File: src/rtl/vss_pkg.sv
package vss_pkg;

    localparam int STEP_FRAC_BITS_DEF    = 8;
    localparam int POINT_COUNT_WIDTH_DEF = 16;

    localparam int CODE_W   = 12;
    localparam int STEP_W   = 20;
    localparam int BIAS_W   = 6;
    localparam int PPS_W    = 16;
    localparam int CYC_W    = 8;
    localparam int SCALE_W  = 24;
    localparam int SLOPE_W  = 9;
    localparam int SAMPLE_W = 16;
    localparam int WORD_W   = 18;
    localparam int CUR_W    = 40;
    localparam int ADDR_W   = 5;

    localparam logic [WORD_W-1:0]   ZERO_LEVEL_WORD = 18'h1F7BE;
    localparam logic [CODE_W-1:0]   CODE_MAX        = 12'd4095;
    localparam logic [SAMPLE_W:0]   ADC_MIDPOINT    = 17'd32768;
    localparam logic [SLOPE_W-1:0]  FIRST_SLOPE     = 9'd1;

    localparam logic MODE_START  = 1'b0;
    localparam logic MODE_SAMPLE = 1'b1;

    typedef enum logic [2:0] {
        REG_LOW_CODE      = 3'd0,
        REG_HIGH_CODE     = 3'd1,
        REG_STEP_SIZE     = 3'd2,
        REG_BIAS_CODE     = 3'd3,
        REG_POINTS        = 3'd4,
        REG_CYCLE_COUNT   = 3'd5,
        REG_CURRENT_SCALE = 3'd6
    } vss_reg_idx_t;

    typedef struct packed {
        logic [CODE_W-1:0]  low_code;
        logic [CODE_W-1:0]  high_code;
        logic [STEP_W-1:0]  step_size;
        logic [BIAS_W-1:0]  bias_code;
        logic [PPS_W-1:0]   points_per_slope;
        logic [CYC_W-1:0]   cycle_count;
        logic [SCALE_W-1:0] current_scale;
    } vss_cfg_t;

    typedef struct packed {
        logic [WORD_W-1:0]       dac_word;
        logic signed [CUR_W-1:0] current_q;
        logic                    done_res;
        logic                    idle_error;
    } vss_res_t;

endpackage

File: src/rtl/vss_regs.sv
module vss_regs
    import vss_pkg::*;
(
    input  logic              aclk,
    input  logic              aresetn,
    input  logic              psel,
    input  logic              penable,
    input  logic              pwrite,
    input  logic [ADDR_W-1:0] paddr,
    input  logic [31:0]       pwdata,
    output logic [31:0]       prdata,
    output logic              pready,
    output vss_cfg_t          cfg
);

    vss_cfg_t     cfg_reg;
    vss_reg_idx_t idx;
    logic         wr_en;

    assign idx    = vss_reg_idx_t'(paddr[ADDR_W-1:2]);
    assign wr_en  = psel && penable && pwrite;
    assign pready = 1'b1;
    assign cfg    = cfg_reg;

    always_ff @(posedge aclk) begin
        if (!aresetn) begin
            cfg_reg.low_code         <= '0;
            cfg_reg.high_code        <= CODE_MAX;
            cfg_reg.step_size        <= STEP_W'(256);
            cfg_reg.bias_code        <= BIAS_W'(31);
            cfg_reg.points_per_slope <= '0;
            cfg_reg.cycle_count      <= CYC_W'(1);
            cfg_reg.current_scale    <= '0;
        end else if (wr_en) begin
            case (idx)
                REG_LOW_CODE:      cfg_reg.low_code         <= pwdata[CODE_W-1:0];
                REG_HIGH_CODE:     cfg_reg.high_code        <= pwdata[CODE_W-1:0];
                REG_STEP_SIZE:     cfg_reg.step_size        <= pwdata[STEP_W-1:0];
                REG_BIAS_CODE:     cfg_reg.bias_code        <= pwdata[BIAS_W-1:0];
                REG_POINTS:        cfg_reg.points_per_slope <= pwdata[PPS_W-1:0];
                REG_CYCLE_COUNT:   cfg_reg.cycle_count      <= pwdata[CYC_W-1:0];
                REG_CURRENT_SCALE: cfg_reg.current_scale    <= pwdata[SCALE_W-1:0];
                default: ;
            endcase
        end
    end

    always_comb begin
        case (idx)
            REG_LOW_CODE:      prdata = 32'(cfg_reg.low_code);
            REG_HIGH_CODE:     prdata = 32'(cfg_reg.high_code);
            REG_STEP_SIZE:     prdata = 32'(cfg_reg.step_size);
            REG_BIAS_CODE:     prdata = 32'(cfg_reg.bias_code);
            REG_POINTS:        prdata = 32'(cfg_reg.points_per_slope);
            REG_CYCLE_COUNT:   prdata = 32'(cfg_reg.cycle_count);
            REG_CURRENT_SCALE: prdata = 32'(cfg_reg.current_scale);
            default:           prdata = '0;
        endcase
    end

endmodule

File: src/rtl/vss_step.sv
module vss_step
    import vss_pkg::*;
#(
    parameter int STEP_FRAC_BITS    = STEP_FRAC_BITS_DEF,
    parameter int POINT_COUNT_WIDTH = POINT_COUNT_WIDTH_DEF,
    parameter int ACC_W             = STEP_W + POINT_COUNT_WIDTH
)
(
    input  vss_cfg_t                      cfg,
    input  logic                          mode,
    input  logic [SAMPLE_W-1:0]           adc_sample,
    input  logic                          running,
    input  logic [SLOPE_W-1:0]            slope,
    input  logic [POINT_COUNT_WIDTH-1:0]  point_idx,
    input  logic [ACC_W-1:0]              acc,
    output logic                          running_next,
    output logic [SLOPE_W-1:0]            slope_next,
    output logic [POINT_COUNT_WIDTH-1:0]  point_idx_next,
    output logic [ACC_W-1:0]              acc_next,
    output vss_res_t                      res
);

    localparam logic [ACC_W:0] ROUND_UP = (ACC_W+1)'((1 << STEP_FRAC_BITS) - 1);

    logic [POINT_COUNT_WIDTH-1:0] pts;
    logic [SLOPE_W-1:0]           total_slopes;
    logic [POINT_COUNT_WIDTH-1:0] pi_inc;
    logic [ACC_W-1:0]             acc_inc;
    logic [SLOPE_W-1:0]           slope_inc;
    logic [SLOPE_W-1:0]           slope_adv;
    logic                         slope_wrap;
    logic                         sweep_end;
    logic                         empty_sweep;

    logic signed [SAMPLE_W:0]     diff;
    logic signed [SCALE_W:0]      scale_s;
    logic signed [CUR_W+1:0]      prod;

    logic [ACC_W-1:0]             whole_dn;
    logic [ACC_W:0]               rise_sum;
    logic [ACC_W:0]               acc_up;
    logic [ACC_W:0]               whole_up;
    logic [CODE_W-1:0]            code;
    logic [WORD_W-1:0]            point_word;

    assign pts          = POINT_COUNT_WIDTH'(cfg.points_per_slope);
    assign total_slopes = {cfg.cycle_count, 1'b0};
    assign empty_sweep  = (pts == '0) || (total_slopes == '0);

    assign diff    = $signed(ADC_MIDPOINT - {1'b0, adc_sample});
    assign scale_s = $signed({1'b0, cfg.current_scale});
    assign prod    = diff * scale_s;

    assign pi_inc     = point_idx + 1'b1;
    assign acc_inc    = acc + ACC_W'(cfg.step_size);
    assign slope_wrap = (pi_inc >= pts) || (pi_inc == '0);
    assign slope_inc  = slope + 1'b1;
    assign slope_adv  = slope_wrap ? slope_inc : slope;

    // point code from the state after this item
    assign whole_dn = acc_next >> STEP_FRAC_BITS;
    assign rise_sum = {1'b0, whole_dn} + (ACC_W+1)'(cfg.low_code);
    assign acc_up   = {1'b0, acc_next} + ROUND_UP;
    assign whole_up = acc_up >> STEP_FRAC_BITS;

    always_comb begin
        if (slope_next[0]) begin
            code = (rise_sum > (ACC_W+1)'(CODE_MAX)) ? CODE_MAX : rise_sum[CODE_W-1:0];
        end else begin
            code = (whole_up > (ACC_W+1)'(cfg.high_code)) ? '0
                 : cfg.high_code - whole_up[CODE_W-1:0];
        end
    end

    assign point_word = {cfg.bias_code, code};
    assign sweep_end  = (slope_adv > total_slopes) || (slope_adv == '0);

    always_comb begin
        running_next   = running;
        slope_next     = slope;
        point_idx_next = point_idx;
        acc_next       = acc;
        if (mode == MODE_START) begin
            slope_next     = FIRST_SLOPE;
            point_idx_next = '0;
            acc_next       = '0;
            running_next   = !empty_sweep;
        end else if (running) begin
            slope_next = slope_adv;
            if (slope_wrap) begin
                point_idx_next = '0;
                acc_next       = '0;
            end else begin
                point_idx_next = pi_inc;
                acc_next       = acc_inc;
            end
            running_next = !sweep_end;
        end
    end

    always_comb begin
        res.dac_word   = ZERO_LEVEL_WORD;
        res.current_q  = '0;
        res.done_res   = 1'b0;
        res.idle_error = 1'b0;
        if (mode == MODE_START) begin
            res.done_res = empty_sweep;
            if (!empty_sweep) begin
                res.dac_word = point_word;
            end
        end else if (!running) begin
            res.idle_error = 1'b1;
        end else begin
            res.current_q = prod[CUR_W-1:0];
            res.done_res  = sweep_end;
            if (!sweep_end) begin
                res.dac_word = point_word;
            end
        end
    end

endmodule

File: src/rtl/voltammetry_staircase_sequencer.sv
// Throughput: one word per cycle while the output is not stalled; an accepted input
// word passes the input register, one combinational pass (17x25 multiply, step
// accumulator and code clamp) and the output register to be valid on m_tvalid.
// Reset: aresetn synchronous, active low; clears the valid flags of both pipeline stages, the
// sweep state (idle, slope 1, point 0) and the registers to their defaults.
module voltammetry_staircase_sequencer
    import vss_pkg::*;
#(
    parameter int STEP_FRAC_BITS    = STEP_FRAC_BITS_DEF,
    parameter int POINT_COUNT_WIDTH = POINT_COUNT_WIDTH_DEF
)
(
    input  logic              aclk,
    input  logic              aresetn,

    input  logic              s_tvalid,
    output logic              s_tready,
    input  logic [15:0]       s_tdata,   // [15:0] adc_sample
    input  logic              s_tuser,   // [0] mode

    output logic              m_tvalid,
    input  logic              m_tready,
    output logic [63:0]       m_tdata,   // [17:0] dac_word, [57:18] current_q
    output logic              m_tlast,   // done_res
    output logic              m_tuser,   // [0] idle_error

    input  logic              psel,
    input  logic              penable,
    input  logic              pwrite,
    input  logic [ADDR_W-1:0] paddr,
    input  logic [31:0]       pwdata,
    output logic [31:0]       prdata,
    output logic              pready
);

    localparam int ACC_W = STEP_W + POINT_COUNT_WIDTH;

    vss_cfg_t cfg;

    logic                         in_valid_reg;
    logic                         in_mode_reg;
    logic [SAMPLE_W-1:0]          in_sample_reg;
    logic                         out_valid_reg;
    vss_res_t                     out_res_reg;

    logic                         running_reg;
    logic [SLOPE_W-1:0]           slope_reg;
    logic [POINT_COUNT_WIDTH-1:0] point_reg;
    logic [ACC_W-1:0]             acc_reg;

    logic                         running_next;
    logic [SLOPE_W-1:0]           slope_next;
    logic [POINT_COUNT_WIDTH-1:0] point_next;
    logic [ACC_W-1:0]             acc_next;
    vss_res_t                     res_next;

    logic                         advance;
    logic                         s_take;

    vss_regs u_regs (
        .aclk    (aclk),
        .aresetn (aresetn),
        .psel    (psel),
        .penable (penable),
        .pwrite  (pwrite),
        .paddr   (paddr),
        .pwdata  (pwdata),
        .prdata  (prdata),
        .pready  (pready),
        .cfg     (cfg)
    );

    vss_step #(
        .STEP_FRAC_BITS    (STEP_FRAC_BITS),
        .POINT_COUNT_WIDTH (POINT_COUNT_WIDTH),
        .ACC_W             (ACC_W)
    ) u_step (
        .cfg            (cfg),
        .mode           (in_mode_reg),
        .adc_sample     (in_sample_reg),
        .running        (running_reg),
        .slope          (slope_reg),
        .point_idx      (point_reg),
        .acc            (acc_reg),
        .running_next   (running_next),
        .slope_next     (slope_next),
        .point_idx_next (point_next),
        .acc_next       (acc_next),
        .res            (res_next)
    );

    assign advance  = in_valid_reg && (!out_valid_reg || m_tready);
    assign s_tready = !in_valid_reg || advance;
    assign s_take   = s_tvalid && s_tready;

    always_ff @(posedge aclk) begin
        if (!aresetn) begin
            in_valid_reg  <= 1'b0;
            out_valid_reg <= 1'b0;
            running_reg   <= 1'b0;
            slope_reg     <= FIRST_SLOPE;
            point_reg     <= '0;
            acc_reg       <= '0;
        end else begin
            if (s_take) begin
                in_valid_reg <= 1'b1;
            end else if (advance) begin
                in_valid_reg <= 1'b0;
            end
            if (advance) begin
                out_valid_reg <= 1'b1;
                running_reg   <= running_next;
                slope_reg     <= slope_next;
                point_reg     <= point_next;
                acc_reg       <= acc_next;
            end else if (m_tready) begin
                out_valid_reg <= 1'b0;
            end
        end
    end

    always_ff @(posedge aclk) begin
        if (s_take) begin
            in_mode_reg   <= s_tuser;
            in_sample_reg <= s_tdata;
        end
        if (advance) begin
            out_res_reg <= res_next;
        end
    end

    assign m_tvalid = out_valid_reg;
    assign m_tdata  = {6'b0, out_res_reg.current_q, out_res_reg.dac_word};
    assign m_tlast  = out_res_reg.done_res;
    assign m_tuser  = out_res_reg.idle_error;

endmodule

File: config.mk
export PLATFORM = sky130hd
export DESIGN_NAME = voltammetry_staircase_sequencer
export DESIGN_NICKNAME = d
export VERILOG_FILES = /design/src/rtl/vss_pkg.sv /design/src/rtl/vss_regs.sv /design/src/rtl/vss_step.sv /design/src/rtl/voltammetry_staircase_sequencer.sv
export SDC_FILE = /design/constraint.sdc
export NUM_CORES = 2
export LEC_CHECK = 0
export BUFFER_PORTS_ARGS = -buffer_cell sky130_fd_sc_hd__buf_4
export CAP_MARGIN = 20
export CORE_UTILIZATION = 45
export CTS_BUF_LIST = sky130_fd_sc_hd__clkbuf_4 sky130_fd_sc_hd__clkbuf_8 sky130_fd_sc_hd__clkbuf_16
export DETAILED_ROUTE_END_ITERATION = 10
export PLACE_DENSITY = 0.66
export SLEW_MARGIN = 10
export SYNTH_ARGS = -nofsm -noshare
export SYNTH_HDL_FRONTEND = slang
export SYNTH_SLANG_ARGS = --single-unit
File: constraint.sdc
create_clock -name aclk -period 11.55 [get_ports aclk]
set_clock_uncertainty 0.05 [all_clocks]
set_input_delay 0.5775 -clock aclk [delete_from_list [all_inputs] [get_ports aclk]]
set_output_delay 0.5775 -clock aclk [all_outputs]
set_load 0.005 [all_outputs]
==> flow_summary.toml <==
[yosys]
yosys-top-cells-area = "fa_1 (23%), dfxtp_1 (11%), ha_1 (9.4%)"
yosysWarnings = 0
synth_cell_type_count = 86
async_reset_ff_frac = 0
synth_ff_type = "dfxtp_1"
synth-edff-count = 77
yosysTopAreaCell = "fa_1"
avgSynthCellArea_um2 = 8.554
synth_top_area_frac = 0.2338
ys_ff_latch = 239
syn_inst = 3323
syn-cell-area_mm2 = 0.02842
yosysSeqAreaShare = 0.1954

[worst_setup_path]
worst-r2r-setup-slack_ps = 2040
crit_path_frequent_cell = "fa_1"
crit_slowest_cell = "or4_1"
startpoint = "in_sample_reg[2]"
crit_type = "flop to flop"
worstSetupStartpointType = "flop"
timing.rr.start = "in_sample_reg[2]"
worstPathRequired_ps = 11830
slowest_delay_ps = 640
crit_arrival_ps = 9790
endpoint_kind = "flop"
r2r_cells = 32
cp_max_fo = 24
rr_endpoint = "m_tdata[57]"

[drt]
antenna_left = 0
drc = 0
avgViaCountPerCell = 5.543
drt-total-wl_mm = 83.07
via_count = 23334
drtIter0Drc = 1749
drt_pass1_iterations = 5
wl_per_cell_um = 19.73

[power]
p_comb_frac = 0.148
swShare = 0.2856
switchingPower_mw = 0.6478
internal-power_mw = 1.620
powerDensity_mw_per_mm2 = 72.67
power_frac_seq = 0.396
ir_drop_mv = 0.1085
fin_total_pwr_mw = 2.268
clockPowerShare = 0.456
leakage_nw = 14.02

[floorplanning]
die_h_um = 253.3
core_mm2 = 0.06205
rows = 91
dieWidth_um = 253.3
initial_utilization = 0.4581
ioPinCount = 162
dieArea_mm2 = 0.06417

[clock_network]
ctsRootBufferMaster = "clkbuf_16"
cts-htree-levels = 1
numCtsBuffers = 31
ctsResizeCount = 0
clk_latency_ps = 610
clock-sinks = 239
hold_buffers = 0
clockBufferDepth = 3
cts_tree = "built"
post-cts-setup-buffers = 0
clk_pin_slew_ps = 60

[finish]
largest_reg_flops = 98
antennaDiodeCount = 0
layout-drive-gt1-share = 0.08361
layout_commonest_cell = "nand2_1"
final_cell_mix = "nand2_1 (515), inv_1 (429), fa_1 (332), ha_1 (214), and2_1 (194)"
synthToLayoutAreaGrowth_pct = 9.808
layout.nets = 3955

[flow_run]
drv_cap = 0

[timing]
min_period_ps = 9515
setup_tns_ps = 0
rsz0062_at_grt = "false"
worst_slack_ps = 2035
relSlewSlack = 0.2383
drv_slew = 0
hold_viol_final = 0
period_share = 0.8238
fmax_mhz = 105.1
setup_viol_count_final = 0
worst_pin_slew_ps = 1139

[place]
pre_cts_slack_ps = 2098
dp_hpwl_mm = 62.99
gp_congestion = 0.9369
port_buffers = 136

[global_route]
grt_pass1_wl_mm = 131.2
grt-ovfl-total = 0
grt_pass1_vias = 23308
antenna_found_initial = 0
grtUsageTotal = 0.2629
grt_max_degree = 86

[min_path]
hold_start = "s_tdata[15]"
hp-class = "input pin to flop"
hold_depth = 1
min_to = "in_sample_reg[15]"

[status]
status = "finished, final reports clean"
## routing by layer
layer  track usage  vias to the layer above  wire, um
li1              -                    10897         -
met1        0.3628                    11459     36580
met2        0.4210                      843     37450
met3       0.04328                      135      6621
met4       0.07861                        0      2418
met5             0                        -         0
## critical path: cells and delay by family (launching register included)
family	cells	cell delay, ps
adder cells (fa/ha/maj)	7	3480
AND/OR/NAND/NOR	10	2100
AO/OA/AOI/OAI	6	1890
buffers and inverters	7	860
flip-flops	1	450
XOR/XNOR	2	350
## worst max path at each step
stage,end,slack [ps],depth (start not counted)
4_1_cts,m_tdata[57],2030,32
5_1_grt,m_tdata[57],1480,32
3_5_place_dp,m_tdata[57],2100,32
3_3_place_gp,m_tdata[57],2120,32
6_report,m_tdata[57],2040,32
2_1_floorplan,m_tdata[57],3130,34
## per-stage QoR
| stage | utilization | instances | hold WS (ps) | cell area [um2] |
|---|---|---|---|---|
| finish | 0.5030 | 4210 | 97.53 | 31210 |
| global route | 0.5030 | 4210 | 74.22 | 31210 |
| CTS | 0.5027 | 4209 | 58.05 | 31200 |
| detailed placement | 0.4851 | 4151 | 428.1 | 30100 |
| global placement | 0.4851 | 4151 | 416.8 | 30100 |
| floorplan | - | 3336 | 405.2 | 28470 |
## final cells by class
| cell class | count | area, um2 |
|---|---|---|
| fillers | 5879 | 30840 |
| multi-input cells | 2464 | 20520 |
| flip-flops and latches | 239 | 5555 |
| inverters | 430 | 1615 |
| repair buffers | 182 | 1374 |
| well taps | 837 | 1047 |
| clock buffers | 43 | 932.1 |
| clock inverters | 15 | 163.9 |
## power groups by stage
stage                     clock, mW  sequential, mW  combinational, mW
after floorplan                   0           0.911              0.213
after global placement            0           0.917              0.330
after detailed placement          0           0.917              0.333
after CTS                      1.06           0.899              0.335
after global routing           1.09           0.900              0.371
final                          1.03           0.899              0.336
## Yosys cell counts, types with 44 or more instances
master    instances
clkbuf_1        161
a22oi_1          67
edfxtp_1         77
nand2b_1         52
a21boi_0         81
nor2b_1          79
dfxtp_1         162
nor2_1          137
a21o_1           44
xnor2_1          82
inv_1           429
and2_1          194
o21ai_0          77
fa_1            332
a21oi_1          98
nand2_1         516
ha_1            214
## cells by family (layout without fill, tap and decap cells)
kind of cell,Yosys count,count (layout),synth area share
buffers and inverters,633,670,0.08672
flip-flops,239,239,0.1954
other,2,15,0.0002642
AO/OA/AOI/OAI,564,564,0.1373
AND/OR/NAND/NOR,1183,1183,0.2026
XOR/XNOR,124,124,0.03821
adder cells (fa/ha/maj),548,548,0.3287
multiplexers,30,30,0.01074
Power figures use the tool's default switching activity.
